## config.mk

```make
export PLATFORM = sky130hd
export DESIGN_NAME = eight_bit_alu_with_flags_core
export DESIGN_NICKNAME = d
export VERILOG_FILES = /design/src/rtl/ebalu_pkg.sv /design/src/rtl/ebalu_exec.sv /design/src/rtl/eight_bit_alu_with_flags_core.sv
export SDC_FILE = /design/constraint.sdc
export NUM_CORES = 1
export LEC_CHECK = 0
export BUFFER_PORTS_ARGS = -buffer_cell sky130_fd_sc_hd__buf_2
export CAP_MARGIN = 0
export CORE_ASPECT_RATIO = 0.75
export CORE_MARGIN = 2
export CORE_UTILIZATION = 33
export CTS_CLUSTER_DIAMETER = 150
export CTS_CLUSTER_SIZE = 8
export DETAILED_ROUTE_END_ITERATION = 16
export PLACE_DENSITY = 0.53
export SLEW_MARGIN = 25
export SYNTH_ARGS = -nofsm -noshare
export SYNTH_HDL_FRONTEND = slang
export SYNTH_SLANG_ARGS = --single-unit
```

## constraint.sdc

```tcl
create_clock -name clk_i -period 3.6 [get_ports clk_i]
set_input_delay 0.9 -clock clk_i [delete_from_list [all_inputs] [get_ports clk_i]]
set_output_delay 0.9 -clock clk_i [all_outputs]
set_load 0.005 [all_outputs]
```

## src/rtl/ebalu_pkg.sv

```systemverilog
// ----------------------------------------------------------------------------
// ebalu_pkg: shared types and constants of the 8-bit ALU with flags
// Holds the operation codes, the input and output word layouts, the flag bit
// positions and the decimal-adjust constants.
// ----------------------------------------------------------------------------
package ebalu_pkg;

  // Operation codes of the action field.
  typedef enum logic [4:0] {
    OP_ADD      = 5'd0,
    OP_ADC      = 5'd1,
    OP_SUB      = 5'd2,
    OP_SBC      = 5'd3,
    OP_AND      = 5'd4,
    OP_XOR      = 5'd5,
    OP_OR       = 5'd6,
    OP_CP       = 5'd7,
    OP_INC      = 5'd8,
    OP_DEC      = 5'd9,
    OP_RLCA     = 5'd10,
    OP_RRCA     = 5'd11,
    OP_RLA      = 5'd12,
    OP_RRA      = 5'd13,
    OP_RL       = 5'd14,
    OP_RR       = 5'd15,
    OP_SLA      = 5'd16,
    OP_SRL      = 5'd17,
    OP_SWAP     = 5'd18,
    OP_BIT      = 5'd19,
    OP_RES      = 5'd20,
    OP_SET      = 5'd21,
    OP_DAA      = 5'd22,
    OP_CPL      = 5'd23,
    OP_SCF      = 5'd24,
    OP_CCF      = 5'd25,
    OP_ADD16    = 5'd26,
    OP_ADD_SP_E = 5'd27,
    OP_INC16    = 5'd28,
    OP_DEC16    = 5'd29
  } op_e;

  // Flag bit positions inside the 4-bit flag word.
  localparam int unsigned FLAG_Z = 3;
  localparam int unsigned FLAG_N = 2;
  localparam int unsigned FLAG_H = 1;
  localparam int unsigned FLAG_C = 0;

  // Decimal-adjust constants.
  localparam logic [7:0] DAA_LO_ADJ   = 8'h06;
  localparam logic [7:0] DAA_HI_ADJ   = 8'h60;
  localparam logic [7:0] DAA_HI_LIMIT = 8'h99;
  localparam logic [3:0] DAA_LO_LIMIT = 4'h9;

  // Input word of one operation.
  typedef struct packed {
    logic [4:0]  action;
    logic [15:0] operand_a;
    logic [15:0] operand_b;
    logic [2:0]  bit_index;
    logic [3:0]  flags_in;
  } alu_in_t;

  // Result word of one operation.
  typedef struct packed {
    logic [15:0] result;
    logic [3:0]  flags_out;
  } alu_out_t;

endpackage

```

## src/rtl/ebalu_exec.sv

```systemverilog
// ----------------------------------------------------------------------------
// ebalu_exec: combinational execute stage
// Computes the result and the new Z/N/H/C flags of one operation from a
// registered input word.
// ----------------------------------------------------------------------------
module ebalu_exec (
  input  ebalu_pkg::alu_in_t  in_word_i,
  output ebalu_pkg::alu_out_t out_word_o
);
  import ebalu_pkg::*;

  op_e         op;
  logic [7:0]  a;
  logic [7:0]  b;
  logic [15:0] wa;
  logic [15:0] wb;
  logic [3:0]  fi;
  logic        c;
  logic        cin_add;
  logic        cin_sub;
  logic [8:0]  add9;
  logic [4:0]  addh5;
  logic [8:0]  sub9;
  logic [4:0]  subh5;
  logic [7:0]  inc8;
  logic [7:0]  dec8;
  logic [7:0]  bit_mask;
  logic        daa_lo;
  logic        daa_hi;
  logic [7:0]  daa_corr;
  logic [7:0]  daa_res;
  logic [16:0] add17;
  logic [12:0] add13;
  logic [15:0] spe16;
  logic [4:0]  speh5;
  logic [8:0]  spec9;
  logic [7:0]  r8;
  logic [15:0] res;
  logic [3:0]  fl;

  // Operand unpacking.
  assign op = op_e'(in_word_i.action);
  assign a  = in_word_i.operand_a[7:0];
  assign b  = in_word_i.operand_b[7:0];
  assign wa = in_word_i.operand_a;
  assign wb = in_word_i.operand_b;
  assign fi = in_word_i.flags_in;
  assign c  = fi[FLAG_C];

  // Byte adder and subtractor with half-carry taps.
  assign cin_add = (op == OP_ADC) ? c : 1'b0;
  assign cin_sub = (op == OP_SBC) ? c : 1'b0;
  assign add9  = {1'b0, a} + {1'b0, b} + {8'd0, cin_add};
  assign addh5 = {1'b0, a[3:0]} + {1'b0, b[3:0]} + {4'd0, cin_add};
  assign sub9  = {1'b0, a} - {1'b0, b} - {8'd0, cin_sub};
  assign subh5 = {1'b0, a[3:0]} - {1'b0, b[3:0]} - {4'd0, cin_sub};
  assign inc8  = a + 8'd1;
  assign dec8  = a - 8'd1;

  // Single-bit mask for the bit operations.
  assign bit_mask = 8'd1 << in_word_i.bit_index;

  // Decimal adjust after an add or a subtract.
  assign daa_lo   = fi[FLAG_H] | (~fi[FLAG_N] & (a[3:0] > DAA_LO_LIMIT));
  assign daa_hi   = c | (~fi[FLAG_N] & (a > DAA_HI_LIMIT));
  assign daa_corr = (daa_lo ? DAA_LO_ADJ : 8'd0) | (daa_hi ? DAA_HI_ADJ : 8'd0);
  assign daa_res  = fi[FLAG_N] ? (a - daa_corr) : (a + daa_corr);

  // Wide adders: register-pair add and stack pointer plus signed offset.
  assign add17 = {1'b0, wa} + {1'b0, wb};
  assign add13 = {1'b0, wa[11:0]} + {1'b0, wb[11:0]};
  assign spe16 = wa + {{8{b[7]}}, b};
  assign speh5 = {1'b0, wa[3:0]} + {1'b0, b[3:0]};
  assign spec9 = {1'b0, wa[7:0]} + {1'b0, b};

  // Result and flag selection.
  always_comb begin
    r8  = a;
    res = wa;
    fl  = fi;
    case (op)
      OP_ADD, OP_ADC: begin
        r8 = add9[7:0];
        fl = {(add9[7:0] == 8'd0), 1'b0, addh5[4], add9[8]};
      end
      OP_SUB, OP_SBC: begin
        r8 = sub9[7:0];
        fl = {(sub9[7:0] == 8'd0), 1'b1, subh5[4], sub9[8]};
      end
      OP_CP: begin
        r8 = a;
        fl = {(sub9[7:0] == 8'd0), 1'b1, subh5[4], sub9[8]};
      end
      OP_AND: begin
        r8 = a & b;
        fl = {(r8 == 8'd0), 1'b0, 1'b1, 1'b0};
      end
      OP_XOR: begin
        r8 = a ^ b;
        fl = {(r8 == 8'd0), 3'b000};
      end
      OP_OR: begin
        r8 = a | b;
        fl = {(r8 == 8'd0), 3'b000};
      end
      OP_INC: begin
        r8 = inc8;
        fl = {(inc8 == 8'd0), 1'b0, (a[3:0] == 4'hF), c};
      end
      OP_DEC: begin
        r8 = dec8;
        fl = {(dec8 == 8'd0), 1'b1, (a[3:0] == 4'h0), c};
      end
      OP_RLCA: begin
        r8 = {a[6:0], a[7]};
        fl = {3'b000, a[7]};
      end
      OP_RRCA: begin
        r8 = {a[0], a[7:1]};
        fl = {3'b000, a[0]};
      end
      OP_RLA: begin
        r8 = {a[6:0], c};
        fl = {3'b000, a[7]};
      end
      OP_RRA: begin
        r8 = {c, a[7:1]};
        fl = {3'b000, a[0]};
      end
      OP_RL: begin
        r8 = {a[6:0], c};
        fl = {(r8 == 8'd0), 2'b00, a[7]};
      end
      OP_RR: begin
        r8 = {c, a[7:1]};
        fl = {(r8 == 8'd0), 2'b00, a[0]};
      end
      OP_SLA: begin
        r8 = {a[6:0], 1'b0};
        fl = {(r8 == 8'd0), 2'b00, a[7]};
      end
      OP_SRL: begin
        r8 = {1'b0, a[7:1]};
        fl = {(r8 == 8'd0), 2'b00, a[0]};
      end
      OP_SWAP: begin
        r8 = {a[3:0], a[7:4]};
        fl = {(r8 == 8'd0), 3'b000};
      end
      OP_BIT: begin
        r8 = a;
        fl = {~a[in_word_i.bit_index], 1'b0, 1'b1, c};
      end
      OP_RES: begin
        r8 = a & ~bit_mask;
      end
      OP_SET: begin
        r8 = a | bit_mask;
      end
      OP_DAA: begin
        r8 = daa_res;
        fl = {(daa_res == 8'd0), fi[FLAG_N], 1'b0, daa_hi};
      end
      OP_CPL: begin
        r8 = ~a;
        fl = {fi[FLAG_Z], 1'b1, 1'b1, c};
      end
      OP_SCF: begin
        r8 = a;
        fl = {fi[FLAG_Z], 2'b00, 1'b1};
      end
      OP_CCF: begin
        r8 = a;
        fl = {fi[FLAG_Z], 2'b00, ~c};
      end
      default: begin
        r8 = a;
      end
    endcase

    // Wide ops return 16 bits; byte ops a zero-extended byte; spare codes wa.
    case (op)
      OP_ADD16: begin
        res = add17[15:0];
        fl  = {fi[FLAG_Z], 1'b0, add13[12], add17[16]};
      end
      OP_ADD_SP_E: begin
        res = spe16;
        fl  = {2'b00, speh5[4], spec9[8]};
      end
      OP_INC16: res = wa + 16'd1;
      OP_DEC16: res = wa - 16'd1;
      OP_ADD, OP_ADC, OP_SUB, OP_SBC, OP_AND, OP_XOR, OP_OR, OP_CP,
      OP_INC, OP_DEC, OP_RLCA, OP_RRCA, OP_RLA, OP_RRA, OP_RL, OP_RR,
      OP_SLA, OP_SRL, OP_SWAP, OP_BIT, OP_RES, OP_SET, OP_DAA, OP_CPL,
      OP_SCF, OP_CCF: res = {8'd0, r8};
      default: res = wa;
    endcase
  end

  assign out_word_o.result    = res;
  assign out_word_o.flags_out = fl;

endmodule

```

## src/rtl/eight_bit_alu_with_flags_core.sv

```systemverilog
// ----------------------------------------------------------------------------
// eight_bit_alu_with_flags_core: 8-bit ALU with Z/N/H/C flags
// Input register, combinational execute stage and result register.
// ----------------------------------------------------------------------------
// Usage:
//   A word (operation, two operands, bit number, incoming flags) is taken on
//   in_word_i at every rising edge where start is high and busy is low. The
//   block never raises busy, so a new word may be given in every cycle.
//   Each word is held in the input register while the execute
//   stage computes the result and new flags; the result register captures
//   them at the next edge.
//   The result word appears on out_word_o with done_o high for exactly one
//   cycle, starting at the first edge after the one that took the word; the
//   receiver takes it at the edge after that. Throughput is one word per
//   cycle; a single execute stage lies between the two registers.
//   The receiver has no way to hold results off and must take each one in
//   the cycle that done_o marks.
//   Reset clears the input valid and done_o; words in flight are dropped.
// ----------------------------------------------------------------------------
module eight_bit_alu_with_flags_core (
  input  logic                clk_i,
  input  logic                rst_ni,
  input  logic                start,
  output logic                busy,
  input  ebalu_pkg::alu_in_t  in_word_i,
  output logic                done_o,
  output ebalu_pkg::alu_out_t out_word_o
);
  import ebalu_pkg::*;

  logic     accept;
  logic     valid_q;
  alu_in_t  in_q;
  alu_out_t exec_out;
  alu_out_t out_q;
  logic     done_q;

  assign busy   = 1'b0;
  assign accept = start & ~busy;

  // Input register.
  always_ff @(posedge clk_i or negedge rst_ni) begin
    if (!rst_ni) begin
      valid_q <= 1'b0;
    end else begin
      valid_q <= accept;
    end
  end

  always_ff @(posedge clk_i) begin
    if (accept) begin
      in_q <= in_word_i;
    end
  end

  // Execute stage.
  ebalu_exec u_exec (
    .in_word_i  (in_q),
    .out_word_o (exec_out)
  );

  // Result register.
  always_ff @(posedge clk_i or negedge rst_ni) begin
    if (!rst_ni) begin
      done_q <= 1'b0;
    end else begin
      done_q <= valid_q;
    end
  end

  always_ff @(posedge clk_i) begin
    if (valid_q) begin
      out_q <= exec_out;
    end
  end

  assign done_o     = done_q;
  assign out_word_o = out_q;

  // Every accepted word yields a result after the input and result registers.
  a_accept_done: assert property (@(posedge clk_i) disable iff (!rst_ni)
    accept |=> ##1 done_o)
    else $error("accepted word produced no result");

  // A result is only signaled for a word that was in the input register.
  a_done_source: assert property (@(posedge clk_i) disable iff (!rst_ni)
    done_o |-> $past(valid_q))
    else $error("result strobe without a word in execution");

  // Wide increment/decrement and bit reset/set leave the flags untouched.
  a_flags_kept: assert property (@(posedge clk_i) disable iff (!rst_ni)
    valid_q && (op_e'(in_q.action) == OP_INC16 || op_e'(in_q.action) == OP_DEC16 ||
                op_e'(in_q.action) == OP_RES || op_e'(in_q.action) == OP_SET)
    |=> out_word_o.flags_out == $past(in_q.flags_in))
    else $error("flags changed by a flag-preserving operation");

  // Compare returns the accumulator unchanged.
  a_cp_result: assert property (@(posedge clk_i) disable iff (!rst_ni)
    valid_q && op_e'(in_q.action) == OP_CP
    |=> out_word_o.result == {8'd0, $past(in_q.operand_a[7:0])})
    else $error("compare altered the accumulator");

endmodule

```

==> results by group, run 1 <==
Clocking
  • Reg clk slew, reported paths: around 70 ps
  • Clk Latency, worst-skew pair: between 300 and 400 ps
  • Sink Count: 66
  • Total CTS buffers: 9
  • H-tree levels: 3
  • Clock buffer depth: 2
  • CTS tree: done
  • Clk root buf: clkbuf_16
  • Hold buffers post-CTS: 0

Global routing
  • Vias in the first global route: approximately 6600
  • Largest net degree at the start of global routing: 30
  • Grt ovf: 0
  • First-pass GRT wire length: 39.8 mm
  • Gr usage total: 24.3%
  • Initial antenna violation count: 0

Finish
  • Commonest non-fill, non-tap cell in the layout: buf_4
  • Final nets: between 1000 and 1500
  • Share of layout cells above drive strength 1: roughly a quarter
  • Leading cell types in the layout, fill and taps excluded: 97 x buf_4, 81 x nor2_1, 67 x buf_2
  • Fillers: between 2000 and 2500
  • Area of the multi-input gates: roughly 4700 um2
  • Register Area: around 2000 um2
  • Ant. Diodes: 0
  • Area delta synth->final: 24.8%

Synth
  • #FFs+latches synth: 66
  • Prevailing post-synth register cell: edfxtp_1
  • Syn Inst Count: 797
  • Syn. warnings: 0
  • Yosys cell types: about 80
  • Xor/xnor cell area share of the yosys netlist: ~6.4%
  • Yosys top cell area share: around 28%
  • Mux cell area share after synthesis: just under 2%
  • Compound-Gate Fraction of Synth Area: around a quarter
  • Synth Area in Adders: between 10% and 20%
  • Post-synth top area cell: edfxtp_1
  • Seq/Total Area, Yosys: 28.7%
  • Synthesized cell area: slightly below 7000 um2
  • Avg Cell Area, Syn: between 8 and 9 um2
  • Synth area leaders: edfxtp_1 28%, ha_1 13%, xnor2_1 4.9%
  • Main combinational cell family by area after synthesis: compound AO/OA/AOI/OAI gates
  • Post-synth ARST share: 3.03%
  • Number of synthesized flops with an enable pin: 64
  • Synth Net Count: 917
  • Simple-gate area share of the yosys netlist: approximately a fifth

Route
  • DRC: 0
  • WL/cell: between 20 and 25 um
  • Antenna viol nets, final: 0
  • DRT iter0 DRCs: 773
  • Vias: between 7000 and 8000
  • Drt pass-1 iters: 6
  • WL final: around 26 mm
  • Number of vias per cell: around 5.8

Die
  • Starting density of the core: around a third
  • Die area: 22000 um2
  • I/O pin count: 69
  • Chip width: ~170 um
  • Std cell rows: 45
  • Core area: just over 20000 um2
  • Die Y: about 130 um

Power
  • LEAKAGE: about 3.4 nW
  • Power per Cell Area: between 400 and 500 nW/um2
  • Worst VDD drop: 0.186 mV

Worst setup path
  • Setup crit start: in_q[24]
  • Worst path slowest cell: or4_1
  • RR Endpoint: out_word_o[3]
  • Critical path cell sequence: inv_2, ha_2, nor2_1, o21ai_2, buf_4, nor2_1, nor2_1, inv_2, ha_1, nand2_1, o21ai_1, ha_1, a21boi_2, or4_1, nand3b_1, nor4_2, o41a_1
  • CP arrival: about 3600 ps
  • R2r setup slk: about 150 ps
  • FF-to-FF path depth: 17
  • Startpoint types: flop
  • Critical path's largest stage delay: between 400 and 500 ps
  • CP dominant cell by count: nor2_1
  • Largest fanout on the critical path: 3
  • WP data required: 3700 ps
  • Crit end category: flop
  • WS Path Type: flop to flop
  • Worst reg2reg path startpoint: in_q[24]

Timing
  • Pins Over Slew Limit: 0
  • Hold WS: around 320 ps
  • Hold Fails Final Rpt: 0
  • Final Critical Period: 3450 ps
  • Fin crit share: ~96%
  • Final setup TNS: 0 ps
  • Least-Margin Pin Slew: between 900 and 1000 ps
  • Fmax: ~290 MHz
  • Clk_skew: ~8.6 ps
  • Final setup viols: 0
  • Relative slew slack: between 30% and 40%
  • RSZ-0062 raised after global routing: yes

Run
  • Max-cap check violation count: 0

Status
  • Status: complete, no violations

Placement
  • GP Congestion: between 0.9 and 1
  • Buffers on Ports: 67
  • Dpl hpwl: 20.4 mm

Worst hold path
  • Worst hold path type: input port to asynchronous set/reset pin
[worst max-delay path by stage]
stage / depth (start not counted) / endpoint
after floorplan: 17 / out_word_o[3]
after global placement: 17 / out_word_o[3]
after detailed placement: 17 / out_word_o[3]
after CTS: 17 / out_word_o[3]
after global routing: 17 / out_word_o[3]
final: 17 / out_word_o[3]
[report_power, final]
part / leakage, nW / internal [mW] / switching [mW]
logic: 2.63 / 0.655 / 0.907
clock network: 0.161 / 0.614 / 0.384
registers: 0.647 / 0.939 / 0.0583
total: 3.43 / 2.21 / 1.35
[Yosys cell counts (4+ instances only)]
cell type,count
a22oi_1,12
a21oi_1,51
o21bai_1,4
nand2b_1,11
nand3_1,23
a21o_1,9
o2111ai_1,4
buf_2,8
o21ai_1,5
nand3b_1,6
nor2_1,81
o22ai_1,9
xor2_1,12
o21ai_0,42
nand2_1,58
o211ai_1,5
or4_1,6
a221oi_1,17
o21a_1,12
and3_1,8
a211oi_1,9
or3_1,9
nand4_1,12
clkbuf_1,22
inv_1,29
a31oi_1,16
nor2b_1,8
mux2i_1,8
and2_1,6
nor4_1,12
nor3_1,27
o31ai_1,7
fa_1,4
edfxtp_1,64
or2_2,5
buf_1,6
ha_1,69
xnor2_1,38
[critical path: cells and delay by family (launching register included)]
kind	cells	cell delay, ps
adder cells (fa/ha/maj)	3	760
AND/OR/NAND/NOR	7	990
buffers and inverters	3	330
AO/OA/AOI/OAI	4	710
flip-flops	1	400
[state kept, by name, summed over array words and instances (netlist names)]
register and cells:
out_word_o 20, valid_q 1, done_o 1, in_q 44
[logic make-up (layout without fill, tap and decap cells)]
kind of cell	Yosys count	count (layout)
compound gates	240	240
buf+inv	70	211
simple gates	286	286
mux	11	11
xor+xnor	50	50
fa+ha+maj	73	73
other cells	1	1
flops	66	66
[stage by stage]
stage | worst slack (ps) | total power [mW] | std cells | utilization (%) | cell area [um2]
global placement | -4.59 | 2.49 | 1203 | 39.9 | 8110
CTS | 23.1 | 3.50 | 1219 | 41.5 | 8440
finish | 145 | 3.56 | 1220 | 42.1 | 8560
global route | -93.7 | 3.75 | 1220 | 42.1 | 8560
floorplan | 2.00 | 1.92 | 797 | - | 6880
detailed placement | -57.4 | 2.48 | 1203 | 39.9 | 8110
[what timing repair did]
action / CTS / global route
gates cloned: 0 / 0
pin swaps: 0 / 10
buffers inserted: 0 / 1
gates resized for setup: 1 / 26
endpoints found under the setup margin: 2 / 12
[layout make-up]
class	instances	share of cell area, %
multi-input cells	661	55.2
clock buffers	9	2.63
flip-flops and latches	66	23.0
clock inverters	7	1.20
well taps	282	4.12
inverters	31	1.36
repair buffers	164	12.4
[layer usage]
metal	wire length, um	global-route usage [%]	part of all wire, %	vias to the layer above
met5	0	0	0	-
met3	2960	7.63	11	49
li1	-	-	-	3306
met2	10200	33.0	39	366
met1	12600	36.9	48	3296
met4	563	5.88	2.1	0
(Power assumes the default switching activity.)
==> run 2, diff against run 1 <==
--- a/config.mk
+++ b/config.mk
@@ -17,4 +17,5 @@
 export SLEW_MARGIN = 25
 export SYNTH_ARGS = -nofsm -noshare
 export SYNTH_HDL_FRONTEND = slang
+export SYNTH_HIERARCHICAL = 1
 export SYNTH_SLANG_ARGS = --single-unit
==> run 2 against run 1 <==
  * The flow now finishes with violations (negative setup slack)
  * Maximum frequency shrank 6.2%
  * Non-clock buffer count grew 7
  * Register-to-register slack lost 230 ps
  * Sequential power is essentially flat
  * Clock power is essentially flat
  * Sequential share of layout area shrank 0.71 points
  * Routed wire length grew 7.6%
  * Synthesized cell count grew 1.0%
  * Cell count grew 1.6%
  * Combinational power grew 7%
  * Critical path depth shrank 4
  * Worst hold slack lost 2.5 ps
  * Critical endpoint is now out_word_o[11]
==> results by group, run 2 <==
Timing
  • Least-Margin Pin Slew: between 900 and 1000 ps
  • Clk_skew: between 10 and 15 ps
  • Relative slew slack: 35.7%
  • Hold Fails Final Rpt: 0
  • Final setup viols: 2
  • Final Critical Period: around 3700 ps
  • Fmax: between 200 and 300 MHz
  • RSZ-0062 raised after global routing: yes
  • Pins Over Slew Limit: 0
  • Worst setup margin: -83.2 ps
  • Fin crit share: 102%

Synth
  • Xor/xnor cell area share of the yosys netlist: under 10%
  • Simple-gate area share of the yosys netlist: between 20% and 30%
  • Compound-Gate Fraction of Synth Area: 23.6%
  • Mux cell area share after synthesis: roughly 2.8%
  • Synthesized cell area: between 7000 and 8000 um2
  • Synth Area in Adders: between 10% and 20%
  • Yosys top cell area share: 27.2%
  • Yosys cell types: 81
  • Syn. warnings: 6
  • Prevailing post-synth register cell: edfxtp_1
  • Main combinational cell family by area after synthesis: compound AO/OA/AOI/OAI gates
  • Avg Cell Area, Syn: around 8.8 um2
  • Number of synthesized flops with an enable pin: between 60 and 70
  • Syn Inst Count: ~810
  • Post-synth top cells: 71 x ha_1, 71 x nor2_1, 64 x edfxtp_1, 51 x a21oi_1, 45 x nand2_1
  • Post-synth top area cell: edfxtp_1
  • Synth Net Count: about 900
  • Synth area leaders: edfxtp_1 27%, ha_1 13%, xnor2_1 4.2%
  • Seq/Total Area, Yosys: about 28%
  • #FFs+latches synth: 66
  • Post-synth ARST share: 3.03%

Route
  • Number of vias per cell: between 5 and 6
  • WL/cell: 22.9 um
  • DRT iter0 DRCs: 1039
  • DRC: 0
  • Antenna viol nets, final: 0
  • Vias: between 7000 and 8000
  • Metal1 wirelength: ~14 mm
  • Drt pass-1 iters: 5
  • Met3 Wirelength: 3.44 mm
  • WL final: between 20 and 30 mm
  • Max Used Layer: met4
  • Met2 Routed Length: between 10 and 15 mm

Finish
  • Finished Layout Cells: ~1200
  • Leading cell types in the layout, fill and taps excluded: 103 x buf_4, 69 x nor2_1, 68 x ha_1
  • Max reg flops: 44
  • Share of layout cells above drive strength 1: 25.9%
  • Most flop-heavy register: in_q
  • Commonest non-fill, non-tap cell in the layout: buf_4
  • Area delta synth->final: 25.2%
  • Finished Cell Area: between 8000 and 9000 um2
  • Final nets: ~1100
  • Ant. Diodes: 0

Placement
  • Worst slack, placed: -182 ps
  • Placed Cells: 1222
  • Dpl hpwl: 22.3 mm
  • Buffers on Ports: 67
  • Placed inst area: 8370 um2
  • GP Congestion: between 1 and 1.5

Worst setup path
  • Critical path depth in cells: 13
  • Startpoint types: flop
  • Critical path cell sequence: nor3_2, nand4_1, fa_2, ha_1, o21ai_2, buf_4, a311oi_2, a31oi_1, xor2_1, nor2_1, a211oi_2, a22oi_2, a221o_1
  • WP data required: 3700 ps
  • Crit end category: flop
  • Critical path's largest stage delay: slightly below 600 ps
  • Buffers plus inverters on the worst setup path: 1
  • RR Endpoint: out_word_o[11]
  • FF-to-FF path depth: 13
  • CP delay by family, top: compound AO/OA/AOI/OAI gates
  • WS Path Type: flop to flop
  • Worst reg2reg path startpoint: in_q[41]
  • Worst path slowest cell: fa_2
  • Setup crit start: in_q[41]
  • Largest fanout on the critical path: 4
  • Worst Setup EP: out_word_o[11]
  • R2r setup slk: -80 ps
  • CP arrival: between 3000 and 4000 ps

Global routing
  • Largest net degree at the start of global routing: 33
  • Initial antenna violation count: 0
  • First-pass GRT wire length: between 40 and 50 mm
  • Vias in the first global route: 6663
  • Grt ovf: 0
  • Gr usage total: about a quarter

Status
  • Failing checks: negative setup slack
  • Status: finished with violations

Clocking
  • Sink Count: 66
  • CTS tree: done
  • Reg clk slew, reported paths: about 60 ps
  • Clk root buf: clkbuf_16
  • H-tree levels: 3
  • Clock buffer depth: 2
  • Total CTS buffers: 9
  • Clk Latency, worst-skew pair: roughly 360 ps

Power
  • LEAKAGE: 3.56 nW
  • Power per Cell Area: 416 nW/um2
  • Worst VDD drop: about 0.24 mV

Die
  • I/O pin count: 69
  • Chip width: 173 um
  • Std cell rows: between 40 and 50
  • Die area: between 20000 and 25000 um2
  • Core area: approximately 21000 um2
  • Die Y: 131 um
  • Starting density of the core: approximately a third

Worst hold path
  • Worst hold path type: input port to asynchronous set/reset pin

Run
  • Max-cap check violation count: 0
## run 2: changes by cell type in the layout (fill, tap and decap cells not counted), sizes merged, moves of 6 or more
cell / change
a221oi: -6
buf: +7
nor2: -11
xor2: +8
nor2b: +10
nand2: -13
## run 2: report_power, final
| part | switching, mW | total (mW) | internal (mW) | leakage [nW] |
|---|---|---|---|---|
| clock network | 0.391 | 1.00 | 0.611 | 0.152 |
| logic | 0.970 | 1.67 | 0.703 | 2.76 |
| registers | 0.0606 | 1.00 | 0.940 | 0.647 |
## run 2: cell type report
cell class              count  area (um2)
fillers                  2177       12200
multi-input cells         668        4930
flip-flops and latches     66        1970
repair buffers            171        1130
well taps                 288         360
clock buffers               9         225
inverters                  31         119
clock inverters             7         101
## run 2: timing repair
item | in CTS | in global routing
hold buffers | 0 | 0
gates resized for setup | 4 | 28
pin swaps | 1 | 11
setup endpoints to repair | 5 | 13
cloned | 0 | 0
buffers inserted | 1 | 1
## run 2: through the flow
step	total power, mW	util [%]	TNS [ps]	hold WS [ps]
5_1_grt	3.85	41.9	-844	311
3_5_place_dp	2.57	39.7	-283	635
4_1_cts	3.60	41.4	-3.98	312
2_1_floorplan	1.96	-	-0.162	553
3_3_place_gp	2.59	39.7	-278	638
6_report	3.68	41.9	-109	320
## run 2: how the worst min path moves through the flow
stage / from / slack (ps) / depth (start not counted) / endpoint
final: rst_ni / 320 / 1 / done_o
after global routing: rst_ni / 310 / 1 / valid_q
after CTS: rst_ni / 310 / 1 / valid_q
after detailed placement: in_q[31] / 630 / 2 / out_word_o[12]
after global placement: in_q[31] / 640 / 2 / out_word_o[12]
after floorplan: in_q[31] / 550 / 2 / out_word_o[12]
## run 2: worst register-to-register path: cells and delay by family, from the launching register on
| kind | cells | cell delay (ps) |
|---|---|---|
| buffers and inverters | 1 | 160 |
| XOR/XNOR | 1 | 230 |
| flip-flops | 1 | 440 |
| AO/OA/AOI/OAI | 6 | 1250 |
| adder cells (fa/ha/maj) | 2 | 760 |
| AND/OR/NAND/NOR | 3 | 600 |
## run 2: per-layer routing
metal	up-vias	global-route usage [%]
met3	43	7.26
li1	3363	-
met1	3395	39.0
met4	0	6.33
met2	489	32.7
met5	-	0
## run 2: kinds of logic after synthesis
kind of cell	Yosys count
simple gates	277
compound gates	244
fa+ha+maj	75
buf+inv	71
flops	66
xor+xnor	54
mux	17
other cells	1
